<file path="config.mk">
export PLATFORM = sky130hd
export DESIGN_NAME = gue_inner_source_rewriter_unit_flat
export DESIGN_NICKNAME = d
export VERILOG_FILES = /design/src/rtl/gisr_pkg.sv /design/src/rtl/gisr_chan_if.sv /design/src/rtl/gisr_core.sv /design/src/rtl/gisr_outq.sv /design/src/rtl/gue_inner_source_rewriter_unit.sv /design/src/flat_wrapper.sv
export SDC_FILE = /design/constraint.sdc
export NUM_CORES = 1
export LEC_CHECK = 0
export BUFFER_PORTS_ARGS = -buffer_cell sky130_fd_sc_hd__buf_2
export CAP_MARGIN = 5
export CORE_MARGIN = 1
export CORE_UTILIZATION = 45
export CTS_BUF_LIST = sky130_fd_sc_hd__clkbuf_4
export CTS_CLUSTER_DIAMETER = 50
export CTS_CLUSTER_SIZE = 30
export DETAILED_ROUTE_END_ITERATION = 8
export PLACE_DENSITY = 0.62
export SKIP_CTS_REPAIR_TIMING = 1
export SYNTH_ARGS = -nofsm -noshare
export SYNTH_HDL_FRONTEND = slang
export SYNTH_HIERARCHICAL = 1
export SYNTH_SLANG_ARGS = --single-unit
</file>
<file path="constraint.sdc">
create_clock -name clk -period 9.25 [get_ports clk]
set_input_delay 1.3875 -clock clk [delete_from_list [all_inputs] [get_ports clk]]
set_output_delay 1.3875 -clock clk [all_outputs]
set_load 0.01 [all_outputs]
</file>
<file path="src/rtl/gisr_pkg.sv">
// Shared types, constants and helpers for the GUE inner source rewriter.
`default_nettype none
package gisr_pkg;

	localparam int unsigned POS_W = 7;
	localparam logic [POS_W-1:0] POS_MAX = 7'd127;

	// Header check positions
	localparam logic [POS_W-1:0] POS_ETYPE_HI   = 7'd12;
	localparam logic [POS_W-1:0] POS_ETYPE_LO   = 7'd13;
	localparam logic [POS_W-1:0] POS_OUTER_NH   = 7'd20;
	localparam logic [POS_W-1:0] POS_OSRC_FIRST = 7'd22;
	localparam logic [POS_W-1:0] POS_OSRC_LAST  = 7'd37;
	localparam logic [POS_W-1:0] POS_UDP_DP_HI  = 7'd56;
	localparam logic [POS_W-1:0] POS_UDP_DP_LO  = 7'd57;
	localparam logic [POS_W-1:0] POS_INNER_VER  = 7'd62;
	localparam logic [POS_W-1:0] POS_INNER_NH   = 7'd68;
	localparam logic [POS_W-1:0] POS_ISRC_FIRST = 7'd70;
	localparam logic [POS_W-1:0] POS_ISRC_LAST  = 7'd85;
	localparam logic [POS_W-1:0] POS_TCP_CSUM_LO = 7'd119;
	localparam logic [POS_W-1:0] POS_MIN_FRAME  = 7'd13;

	localparam logic [7:0] ETYPE_IPV6_HI = 8'h86;
	localparam logic [7:0] ETYPE_IPV6_LO = 8'hDD;
	localparam logic [7:0] PROTO_UDP     = 8'd17;
	localparam logic [7:0] PROTO_TCP     = 8'd6;

	localparam logic [15:0] GUE_PORT_RST   = 16'd9886;
	localparam logic [7:0]  IPV6_MASK_RST  = 8'd48;

	// Configuration register indexes
	localparam logic CFG_GUE_PORT  = 1'b0;
	localparam logic CFG_IPV6_MASK = 1'b1;

	localparam int unsigned SRC_DEPTH = 16;
	localparam int unsigned SRC_AW    = $clog2(SRC_DEPTH);

	localparam int unsigned OQ_DEPTH = 4;
	localparam int unsigned OQ_AW    = $clog2(OQ_DEPTH);

	typedef struct packed {
		logic [7:0] out_byte;
		logic       out_last;
		logic       verdict;
	} res_t;

	// Up to two results per processed byte; en1 only with en0
	typedef struct packed {
		logic en0;
		logic en1;
		res_t r0;
		res_t r1;
	} push_t;

	// Ones'-complement 16-bit add with end-around carry
	function automatic logic [15:0] oc_add(input logic [15:0] a, input logic [15:0] b);
		logic [16:0] s;
		s = {1'b0, a} + {1'b0, b};
		return s[15:0] + {15'd0, s[16]};
	endfunction

endpackage
`default_nettype wire

</file>
<file path="src/rtl/gisr_chan_if.sv">
// Valid/ready channel interfaces for frame bytes in and result bytes out.
`default_nettype none
interface gisr_in_if;
	logic       valid;
	logic       ready;
	logic [7:0] data_byte;
	logic       frame_end;

	modport source(output valid, output data_byte, output frame_end, input ready);
	modport sink(input valid, input data_byte, input frame_end, output ready);
endinterface

interface gisr_out_if;
	logic       valid;
	logic       ready;
	logic [7:0] out_byte;
	logic       out_last;
	logic       verdict;

	modport source(output valid, output out_byte, output out_last, output verdict,
		input ready);
	modport sink(input valid, input out_byte, input out_last, input verdict,
		output ready);
endinterface
`default_nettype wire

</file>
<file path="src/rtl/gisr_core.sv">
// Per-byte header checks, address rewrite and incremental checksum update.
`default_nettype none
module gisr_core (
	input  wire logic                      clk,
	input  wire logic                      arst_n,
	input  wire logic                      fire,
	input  wire logic [7:0]                data_byte,
	input  wire logic                      frame_end,
	input  wire logic [15:0]               gue_port,
	input  wire logic [7:0]                inner_ipv6_mask,
	output gisr_pkg::push_t                push
);

	logic [gisr_pkg::POS_W-1:0] pos_q;
	logic                       match_q;
	logic [15:0]                delta_q;
	logic [7:0]                 pend_q;
	logic [7:0]                 held_q;
	logic                       held_vld_q;
	logic [7:0]                 src_hi_q;
	logic [7:0]                 src_q [gisr_pkg::SRC_DEPTH];

	logic                       fail;
	logic                       match_now;
	logic [gisr_pkg::POS_W-1:0] wr_off;
	logic [gisr_pkg::POS_W-1:0] rd_off;
	logic                       src_we;
	logic                       rewrite;
	logic [7:0]                 src_rd;
	logic [15:0]                m_old;
	logic [15:0]                m_new;
	logic [15:0]                delta_nxt;
	logic                       fix_csum;
	logic [15:0]                new_csum;
	logic [7:0]                 ob;
	logic [7:0]                 prev;
	gisr_pkg::res_t             r_prev;
	gisr_pkg::res_t             r_last;

	always_comb begin
		fail = (pos_q == gisr_pkg::POS_ETYPE_HI && data_byte != gisr_pkg::ETYPE_IPV6_HI)
			|| (pos_q == gisr_pkg::POS_ETYPE_LO && data_byte != gisr_pkg::ETYPE_IPV6_LO)
			|| (pos_q == gisr_pkg::POS_OUTER_NH && data_byte != gisr_pkg::PROTO_UDP)
			|| (pos_q == gisr_pkg::POS_UDP_DP_HI && data_byte != gue_port[15:8])
			|| (pos_q == gisr_pkg::POS_UDP_DP_LO && data_byte != gue_port[7:0])
			|| (pos_q == gisr_pkg::POS_INNER_VER && (data_byte & inner_ipv6_mask) == 8'd0)
			|| (pos_q == gisr_pkg::POS_INNER_NH && data_byte != gisr_pkg::PROTO_TCP);
		match_now = match_q && !fail;

		wr_off  = pos_q - gisr_pkg::POS_OSRC_FIRST;
		rd_off  = pos_q - gisr_pkg::POS_ISRC_FIRST;
		src_we  = pos_q >= gisr_pkg::POS_OSRC_FIRST && pos_q <= gisr_pkg::POS_OSRC_LAST;
		rewrite = match_now && pos_q >= gisr_pkg::POS_ISRC_FIRST
			&& pos_q <= gisr_pkg::POS_ISRC_LAST;
		src_rd  = src_q[rd_off[gisr_pkg::SRC_AW-1:0]];

		// Odd byte closes a 16-bit word: fold ~old + new into the delta
		m_old     = {pend_q, data_byte};
		m_new     = {src_hi_q, src_rd};
		delta_nxt = gisr_pkg::oc_add(delta_q, gisr_pkg::oc_add(~m_old, m_new));

		fix_csum = pos_q == gisr_pkg::POS_TCP_CSUM_LO && match_now && held_vld_q;
		new_csum = ~gisr_pkg::oc_add(~{held_q, data_byte}, delta_q);

		ob   = rewrite ? src_rd : data_byte;
		prev = held_q;
		if (fix_csum) begin
			prev = new_csum[15:8];
			ob   = new_csum[7:0];
		end

		r_prev = '{out_byte: prev, out_last: 1'b0, verdict: 1'b0};
		r_last = '{out_byte: ob, out_last: 1'b1,
			verdict: (pos_q < gisr_pkg::POS_MIN_FRAME)};

		push.en0 = fire && (held_vld_q || frame_end);
		push.en1 = fire && held_vld_q && frame_end;
		push.r0  = held_vld_q ? r_prev : r_last;
		push.r1  = r_last;
	end

	always_ff @(posedge clk or negedge arst_n) begin
		if (!arst_n) begin
			pos_q      <= '0;
			match_q    <= 1'b1;
			delta_q    <= '0;
			pend_q     <= '0;
			held_q     <= '0;
			held_vld_q <= 1'b0;
		end else if (fire) begin
			if (frame_end) begin
				pos_q      <= '0;
				match_q    <= 1'b1;
				delta_q    <= '0;
				pend_q     <= '0;
				held_q     <= '0;
				held_vld_q <= 1'b0;
			end else begin
				held_q     <= ob;
				held_vld_q <= 1'b1;
				match_q    <= match_now;
				if (pos_q != gisr_pkg::POS_MAX) begin
					pos_q <= pos_q + 1'b1;
				end
				if (rewrite && !pos_q[0]) begin
					pend_q <= data_byte;
				end
				if (rewrite && pos_q[0]) begin
					delta_q <= delta_nxt;
				end
			end
		end
	end

	// Outer source store and the new high byte of the word being rewritten
	always_ff @(posedge clk) begin
		if (fire && src_we) begin
			src_q[wr_off[gisr_pkg::SRC_AW-1:0]] <= data_byte;
		end
		if (fire && rewrite && !pos_q[0]) begin
			src_hi_q <= src_rd;
		end
	end

endmodule
`default_nettype wire

</file>
<file path="src/rtl/gisr_outq.sv">
// Result queue: takes up to two results a cycle, hands out one.
`default_nettype none
module gisr_outq (
	input  wire logic           clk,
	input  wire logic           arst_n,
	input  wire gisr_pkg::push_t push,
	output logic                room,
	output logic                valid,
	input  wire logic           ready,
	output gisr_pkg::res_t      head
);

	gisr_pkg::res_t             ent_q [gisr_pkg::OQ_DEPTH];
	logic [gisr_pkg::OQ_AW-1:0] wr_q;
	logic [gisr_pkg::OQ_AW-1:0] rd_q;
	logic [gisr_pkg::OQ_AW:0]   cnt_q;
	logic                       pop;
	logic [gisr_pkg::OQ_AW:0]   n_push;
	logic [gisr_pkg::OQ_AW-1:0] wr_nxt1;

	always_comb begin
		valid   = cnt_q != '0;
		head    = ent_q[rd_q];
		pop     = valid && ready;
		// Two free slots needed so a closing byte can push both results
		room    = cnt_q <= (gisr_pkg::OQ_AW+1)'(gisr_pkg::OQ_DEPTH - 2);
		n_push  = (gisr_pkg::OQ_AW+1)'(push.en0) + (gisr_pkg::OQ_AW+1)'(push.en1);
		wr_nxt1 = wr_q + 1'b1;
	end

	always_ff @(posedge clk or negedge arst_n) begin
		if (!arst_n) begin
			wr_q  <= '0;
			rd_q  <= '0;
			cnt_q <= '0;
		end else begin
			wr_q  <= wr_q + n_push[gisr_pkg::OQ_AW-1:0];
			cnt_q <= cnt_q + n_push - (gisr_pkg::OQ_AW+1)'(pop);
			if (pop) begin
				rd_q <= rd_q + 1'b1;
			end
		end
	end

	always_ff @(posedge clk) begin
		if (push.en0) begin
			ent_q[wr_q] <= push.r0;
		end
		if (push.en1) begin
			ent_q[wr_nxt1] <= push.r1;
		end
	end

endmodule
`default_nettype wire

</file>
<file path="src/rtl/gue_inner_source_rewriter_unit.sv">
// Top level of the GUE inner source rewriter.
//
// Usage: frame bytes enter on in_ch (data_byte, frame_end on the final byte)
// and leave on out_ch (out_byte, out_last, verdict). Each output byte is the
// input byte from one transfer earlier, so a byte leaves once the next byte
// of its frame has been taken; the closing byte releases both the held byte
// and itself. For GUE-over-IPv6 frames carrying inner IPv6/TCP, the inner
// source address is replaced by the outer one and the TCP checksum patched
// incrementally. verdict is 1 on the final byte of a frame under 14 bytes.
// Throughput: one input byte per clock while out_ch keeps taking results;
// a closing byte pushes two results, absorbed by the four-entry result queue.
// An accepted byte is captured in the input register and processed once
// the result queue has two free slots; its results are written to the
// result queue, whose head drives out_ch. in_ch.ready drops only when
// the input register is full and the queue lacks two free slots, i.e.
// when out_ch stalls.
// Reset: arst_n clears the input register, queue and frame state; gue_port
// returns to 9886 and the inner IPv6 mask to 48. The outer source store is
// not cleared. Configuration writes land on cfg_we at the next clock edge.
`default_nettype none
module gue_inner_source_rewriter_unit (
	input  wire logic  clk,
	input  wire logic  arst_n,
	gisr_in_if.sink    in_ch,
	gisr_out_if.source out_ch,
	input  wire logic  cfg_we,
	input  wire logic  cfg_index,
	input  wire logic [15:0] cfg_wdata
);

	logic [15:0]     gue_port_q;
	logic [7:0]      ipv6_mask_q;

	logic            vld_s1;
	logic [7:0]      byte_s1;
	logic            end_s1;

	logic            room;
	logic            fire;
	gisr_pkg::push_t push;
	gisr_pkg::res_t  head;

	// Configuration registers; unknown indexes cannot occur with one index bit
	always_ff @(posedge clk or negedge arst_n) begin
		if (!arst_n) begin
			gue_port_q  <= gisr_pkg::GUE_PORT_RST;
			ipv6_mask_q <= gisr_pkg::IPV6_MASK_RST;
		end else if (cfg_we) begin
			unique case (cfg_index)
				gisr_pkg::CFG_GUE_PORT:  gue_port_q  <= cfg_wdata;
				gisr_pkg::CFG_IPV6_MASK: ipv6_mask_q <= cfg_wdata[7:0];
				default: ;
			endcase
		end
	end

	// Process the held byte when the queue can take both possible results
	assign fire        = vld_s1 && room;
	assign in_ch.ready = !vld_s1 || fire;

	always_ff @(posedge clk or negedge arst_n) begin
		if (!arst_n) begin
			vld_s1 <= 1'b0;
		end else if (in_ch.ready) begin
			vld_s1 <= in_ch.valid;
		end
	end

	// Input payload register: hold while stalled
	always_ff @(posedge clk) begin
		if (in_ch.valid && in_ch.ready) begin
			byte_s1 <= in_ch.data_byte;
			end_s1  <= in_ch.frame_end;
		end
	end

	gisr_core u_core (
		.clk             (clk),
		.arst_n          (arst_n),
		.fire            (fire),
		.data_byte       (byte_s1),
		.frame_end       (end_s1),
		.gue_port        (gue_port_q),
		.inner_ipv6_mask (ipv6_mask_q),
		.push            (push)
	);

	gisr_outq u_outq (
		.clk    (clk),
		.arst_n (arst_n),
		.push   (push),
		.room   (room),
		.valid  (out_ch.valid),
		.ready  (out_ch.ready),
		.head   (head)
	);

	assign out_ch.out_byte = head.out_byte;
	assign out_ch.out_last = head.out_last;
	assign out_ch.verdict  = head.verdict;

endmodule
`default_nettype wire

</file>
<file path="src/flat_wrapper.sv">
// flat-port wrapper written by rule: the top's interface ports become plain ports
module gue_inner_source_rewriter_unit_flat 
  (clk, arst_n, cfg_we, cfg_index, cfg_wdata, in_ch_valid, in_ch_data_byte, in_ch_frame_end, in_ch_ready, out_ch_valid, out_ch_out_byte, out_ch_out_last, out_ch_verdict, out_ch_ready);
  gisr_in_if in_ch_i ();
  gisr_out_if out_ch_i ();
  input  wire logic clk;
  input  wire logic arst_n;
  input  wire logic cfg_we;
  input  wire logic cfg_index;
  input  wire logic [15:0] cfg_wdata;
  input wire logic [$bits(in_ch_i.valid)-1:0] in_ch_valid;
  input wire logic [$bits(in_ch_i.data_byte)-1:0] in_ch_data_byte;
  input wire logic [$bits(in_ch_i.frame_end)-1:0] in_ch_frame_end;
  output wire logic [$bits(in_ch_i.ready)-1:0] in_ch_ready;
  output wire logic [$bits(out_ch_i.valid)-1:0] out_ch_valid;
  output wire logic [$bits(out_ch_i.out_byte)-1:0] out_ch_out_byte;
  output wire logic [$bits(out_ch_i.out_last)-1:0] out_ch_out_last;
  output wire logic [$bits(out_ch_i.verdict)-1:0] out_ch_verdict;
  input wire logic [$bits(out_ch_i.ready)-1:0] out_ch_ready;
  assign in_ch_i.valid = in_ch_valid;
  assign in_ch_i.data_byte = in_ch_data_byte;
  assign in_ch_i.frame_end = in_ch_frame_end;
  assign in_ch_ready = in_ch_i.ready;
  assign out_ch_valid = out_ch_i.valid;
  assign out_ch_out_byte = out_ch_i.out_byte;
  assign out_ch_out_last = out_ch_i.out_last;
  assign out_ch_verdict = out_ch_i.verdict;
  assign out_ch_i.ready = out_ch_ready;
  gue_inner_source_rewriter_unit u_core (.clk(clk), .arst_n(arst_n), .in_ch(in_ch_i), .out_ch(out_ch_i), .cfg_we(cfg_we), .cfg_index(cfg_index), .cfg_wdata(cfg_wdata));
endmodule
</file>
# Word level (Yosys, flattened, before mapping)
# Memories as Yosys holds them, arrays and structs flattened.
# Cells that the tools add are included.
[op_classes]
div_mod_pow = 0
reduce_logical = 45
add_sub_neg = 15
n_mul = 0
n_lt_le_gt_ge = 6
n_shift = 0
n_bitwise = 5
eq_ne = 15
muxes = 19
[ops]
columns = ["operator", "count"]
rows = [
  ["16-bit by 16-bit adder with 17-bit output", 3],
  ["16-bit by 1-bit adder with 16-bit output", 3],
  ["8-bit 2-to-1 mux", 6],
  ["16-bit inverter", 3],
  ["16-bit 2-to-1 mux", 2],
  ["1-bit logical AND", 24],
  ["7-bit by 6-bit == test with 1-bit output (second input constant)", 3],
  ["8-bit inequality test", 2],
  ["8-bit inequality test (second input constant)", 2],
  ["7-bit by 4-bit == test with 1-bit output (second input constant)", 2],
  ["7-bit == test (second input constant)", 2],
  ["7-bit 2-to-1 mux", 2],
  ["10-bit 2-to-1 mux", 1],
  ["2-bit AND reduction", 5],
  ["8-bit AND", 1],
  ["8-bit zero test", 1],
  ["1-bit logical OR", 8],
  ["1-bit 2-to-1 mux", 8],
  ["8-bit by 3-bit inequality test with 1-bit output (second input constant)", 1],
  ["8-bit by 5-bit inequality test with 1-bit output (second input constant)", 1],
  ["4-bit by 3-bit subtractor with 4-bit output (second input constant)", 2],
  ["7-bit by 1-bit adder with 7-bit output (second input constant)", 1],
  ["7-bit by 5-bit == test with 1-bit output (second input constant)", 1],
  ["7-bit by 5-bit greater-or-equal comparator with 1-bit output (second input constant)", 1],
  ["other kinds (15)", 20],
]
[word_totals]
n_memories = 2
register_bits = 90
mem_bits_rw = 168
inputBits = 31
output_inout_bits = 12
wordCells = 122
rom_bits = 0
latch_bits = 0
[mem_list]
columns = ["name", "depth", "width", "rd", "rd_ports_with_merged_regs", "wr", "line_no", "rtl"]
rows = [
  ["u_core.u_core.src_q", 16, 8, 1, 0, 1, "gisr_core.sv:21", "logic [7:0] src_q [gisr_pkg::SRC_DEPTH];"],
  ["u_core.u_outq.ent_q", 4, 10, 1, 0, 2, "gisr_outq.sv:13", "gisr_pkg::res_t ent_q [gisr_pkg::OQ_DEPTH];"],
]

# Logic depth before layout (Yosys ltp)
[depth]
ltp_word = 15
ltp_mapped = 38
depth_no_buf = 35

# Cells and area by module
# Netlist, hierarchy kept.
[modules_own_cells]
columns = ["mod", "cells_per_inst", "n_inst", "seq_area_each_um2", "area_per_inst_um2"]
rows = [
  ["gisr_core", 911, 1, 5111.2, 10755.3],
  ["gisr_outq", 137, 1, 1376.3, 2418.6],
  ["gue_inner_source_rewriter_unit", 66, 1, 908.4, 1277.5],
]

# Least setup slack after synthesis
# OpenSTA, ideal clock, no wires.
[synth_path]
path_kind = "register to register"
startpoint = "register u_core/u_core/pos_q[0] (netlist bit)"
endpoint = "register u_core.u_core.delta_q[15]"
t_required_ns = 9.167
synth_period_minus_slack_ns = 8.041
setup_time_ns = 0.083
t_arrival_ns = 7.958
path_slack_ns = 1.209
n_path_buf = 2
path_stages_with_launch = 35
path_cell_list = "dfrtp_1 -> buf_1 -> clkbuf_1 -> mux4_2 -> mux4_2 -> ha_1 -> or4_1 -> o211ai_1 -> a31oi_1 -> o2111ai_1 -> a31oi_1 -> a21o_1 -> a21o_1 -> ha_1 -> nor2b_1 -> nor2b_1 -> nand4_1 -> nor2_1 -> xnor2_1 -> ha_1 -> o21ai_0 -> a21o_1 -> o31a_1 -> o21ai_0 -> a311o_1 -> a21o_1 -> a21o_1 -> ha_1 -> and3_1 -> and2_1 -> nand4_1 -> nor4_1 -> nand4_1 -> xnor2_1 -> o21ai_0"
[synth_between]
elab_cells_between_ends = 37
cone_classes = "add/sub (5); order compare (2); eq/ne (7); mux (2); reduce/logical (20); memory (1)"
[synth_lines]
columns = ["element", "line_no", "rtl"]
rows = [
  ["start: declaration", "gisr_core.sv:14", "logic [gisr_pkg::POS_W-1:0] pos_q;"],
  ["start signal: assignment", "gisr_core.sv:103", "pos_q <= pos_q + 1'b1;"],
  ["4-bit by 3-bit subtractor with 4-bit output", "gisr_core.sv:51", "rd_off = pos_q - gisr_pkg::POS_ISRC_FIRST;"],
  ["memory read 16 x 8 bit", "n/a", ""],
  ["via u_core.u_core.src_rd[6]", "gisr_core.sv:29", "logic [7:0] src_rd;"],
  ["16-bit by 16-bit adder with 17-bit output", "gisr_pkg.sv:58", "s = {1'b0, a} + {1'b0, b};"],
  ["16-bit by 1-bit adder with 16-bit output", "gisr_pkg.sv:59", "return s[15:0] + {15'd0, s[16]};"],
  ["16-bit by 16-bit adder with 17-bit output", "gisr_pkg.sv:58", ""],
  ["16-bit by 1-bit adder with 16-bit output", "gisr_pkg.sv:59", ""],
  ["16-bit 2-to-1 mux", "gisr_core.sv:108", "if (rewrite && pos_q[0]) begin"],
  ["16-bit 2-to-1 mux", "gisr_core.sv:91", "if (frame_end) begin"],
  ["end signal: assignment", "gisr_core.sv:109", "delta_q <= delta_nxt;"],
  ["end: declaration", "gisr_core.sv:16", "logic [15:0] delta_q;"],
]
# The timed path passes the listed nets, and every way through them passes these cells. The select of a mux whose other input is x is not followed.
# A chain may end at the register's enable or synchronous reset.

# Final worst setup path
# Ends and elaborated chain as after synthesis.

==> results.md <==
* GR Overflow Total at 0
* Final #Nets at 1262
* Synth area leader: edfxtp_1
* TritonCTS Sinks at 258
* Crit. End Element: flip-flop
* Skew final at 0.0883 ns
* Ratio of cells with drive above 1 in the final layout at 22.3%
* PwrDens at 258 nW/um^2
* FF+latch count, synth at 258
* Vias per std cell at 5.83
* Final hold slack at 0.473 ns
* Fin crit share at 92.2%
* Post-synth top cells: 185 x edfxtp_1, 66 x ha_1, 65 x nand2_1
* Max stage delay on crit path at 0.84 ns
* Post-synthesis instance total at 1114
* Fin. Hold Viols at 0
* Synthesized cell area at 14500 sq um
* Fill count at 2775
* Crit path top cell by count: a21o_1
* Multi-input logic area at 6570 sq um
* Fmax at 117 MHz
* Async S/R FF share, synth at 28.3%
* CP startpoint kind: flip-flop
* Largest fanout on the critical path at 30
* Initial DRC count at 688
* Die H at 181 microns
* Post-synth EDFFs at 185
* HPWL after DPL at 23200 microns
* GRT Util Overall at 20.5%
* Number of routed nets with antenna violations at 0
* CP max stage cell: dfrtp_4
* CTS tree: yes
* Type of the worst min-delay path: primary input to asynchronous set/reset pin
* Worst-path clk slew at 0.16 ns
* CP arrival at 9.15 ns
* Mean Syn Cell Area at 13.0 sq um
* Fin. max-slew vios at 0
* Total CTS buffers at 27
* Clock H-tree levels at 1
* Final worst setup slack at 0.722 ns
* Main synth FF type: edfxtp_1
* Top-area cell type share of the netlist area at 38.4%
* Outcome: finished clean
* P&R area growth vs syn at 8.09%
* Most numerous cell in the Yosys netlist: edfxtp_1
* Share of the yosys chip area belonging to registers at 51.2%
* Root Driver: clkbuf_4
* Final setup vio count at 0
* Ys Warns at 6
* Buf/Inv on CP at 2
* DRC violations left at 0
* Critical path class: flip-flop to flip-flop
* Unrepaired setup endpoints after global routing: false
* Post-Place Setup Slack at 0.475 ns
* TNS Setup at 0 ns
* Drt pass-1 iters at 5
* Final Wtd Congestion at 0.903
* Wire per inst at 21.0 microns
* Cell family with most CP delay: compound AO/OA/AOI/OAI gates
* Number of global-route vias before repair at 9215
* Slew margin rel. at 26.6%
* Min Tclk post-route at 8.53 ns
* Synth area leaders: edfxtp_1 38%, dfrtp_1 11%, mux4_2 7.8%, ha_1 5.7%, xnor2_1 3.8%
* Max-Cap Viols at 0
* Clk_lat worst skew at 0.77 ns
* Core area at 31600 sq um
* Pin count of the biggest net entering global routing at 67
* Post-Route WL at 33300 microns
* Lkg Pwr at 5.96 nW
* Boundary Pins at 43
* Row Count at 65
* Die area at 32800 sq um
* Clk buf depth at 3
* Storage cell area at 7400 sq um
* Initial antenna violation count at 1
* Netlist cell types at 78
* Tightest Pin Transition at 1.10 ns
* Vias after detailed routing at 9243
* Worst vdd ir at 134 uV
* CP required at 9.87 ns
* Post-synth net total at 1215
* First-pass GRT wire length at 52500 microns
* Port Buffers at 42
* Initial Utilization at 45.8%
* Die width at 181 microns
## metal layers
metal  track usage [%]  vias up  wire [microns]
met5                 0        -               0
met4              4.44        0             606
met3              2.76       39            1370
met2              33.6      222           15900
met1              29.0     4648           15400
li1                  -     4334               -
## layout make-up
type	instances	area share, %
multi-input combinational	745	42.0
clock inverter	23	1.96
clock buffer	27	1.30
tap	402	3.22
timing repair buffer	68	2.61
sequential	258	47.4
inverter	61	1.47
antenna	1	0.0160
## through the flow
stage / instance area [sq um] / instances / util (%) / total power [mW]
after floorplan: 14500 / 1114 / - / 2.86
after global placement: 15100 / 1534 / 47.8 / 3.30
after detailed placement: 15100 / 1534 / 47.8 / 3.32
final: 15600 / 1585 / 49.5 / 4.04
after CTS: 15600 / 1584 / 49.5 / 4.07
after global routing: 15600 / 1585 / 49.5 / 4.29
## where the power goes
part	switching (mW)	total, mW	leakage [nW]	internal (mW)
combinational	0.985	1.75	3.12	0.769
clock	0.499	0.736	0.259	0.237
sequential	0.127	1.55	2.59	1.42
total	1.61	4.04	5.96	2.43
## registers in the layout, summed over array words and instances, names as in the netlist
| signal | count |
|---|---|
| u_core/u_core/src_q | 128 |
| u_core/vld_s1 | 1 |
| u_core/u_core/held_q | 8 |
| u_core/u_outq/rd_q | 2 |
| u_core/u_core/held_vld_q | 1 |
| u_core/ipv6_mask_q | 8 |
| u_core/u_outq/wr_q | 2 |
| u_core/u_outq/ent_q | 40 |
| u_core/byte_s1 | 8 |
| u_core/end_s1 | 1 |
| u_core/u_core/src_hi_q | 8 |
| u_core/u_core/pend_q | 8 |
| u_core/u_core/pos_q | 7 |
| u_core/u_core/match_q | 1 |
| u_core/u_core/delta_q | 16 |
| u_core/gue_port_q | 16 |
| u_core/u_outq/cnt_q | 3 |
## placed cells by master, fill, tap and decap left out, types with 13 or more instances in the layout
cell type / Yosys / routed
edfxtp_1: 185 / 185
ha_1: 66 / 66
nand2_1: 65 / 65
xnor2_1: 62 / 62
inv_1: 61 / 61
dfrtp_1: 62 / 60
mux4_2: 50 / 50
mux2_2: 48 / 48
o21ai_0: 42 / 42
buf_2: 10 / 41
nor2_1: 38 / 38
xor2_1: 35 / 35
a21oi_1: 33 / 33
nor3_1: 31 / 31
clkbuf_4: 0 / 27
buf_4: 3 / 27
a21o_1: 21 / 21
mux2_4: 19 / 19
mux2i_1: 16 / 16
nand3_1: 15 / 15
o21a_1: 13 / 13
nand4_1: 13 / 13
o21ai_1: 13 / 13
## cell families after synthesis
| family | after synthesis | synth area share (%) |
|---|---|---|
| mux | 137 | 15.0 |
| compound gates | 207 | 9.64 |
| simple gates | 232 | 8.42 |
| xor+xnor | 98 | 6.03 |
| flops | 258 | 51.2 |
| other cells | 1 | 0.0259 |
| fa+ha+maj | 70 | 6.27 |
| buf+inv | 111 | 3.44 |
## worst reg2reg max path, delay by kind of cell (launching register included)
kind            cells  cell delay, ns
compound gates     14            2.72
xor+xnor            2            0.33
buf+inv             2            0.35
mux                 2            1.02
simple gates       10            1.99
fa+ha+maj           5            1.18
flops               1            0.84
## path summary, 6_finish.rpt
path / from / slack (ns) / cells past startpoint / to
worst max-delay path: u_core/u_core/pos_q[0] / 0.72 / 35 / u_core/u_core/delta_q[15]
worst min-delay path: arst_n / 0.47 / 1 / u_core/u_core/delta_q[6]
worst max register to register: u_core/u_core/pos_q[0] / 0.72 / 35 / u_core/u_core/delta_q[15]
worst min register to register: u_core/u_core/pend_q[0] / 0.52 / 1 / u_core/u_core/pend_q[0]
max in group asynchronous: arst_n / 7.61 / 2 / u_core/u_core/pos_q[0]
min in group clk: u_core/u_core/pend_q[0] / 0.52 / 1 / u_core/u_core/pend_q[0]
(Power assumes the default switching activity.)
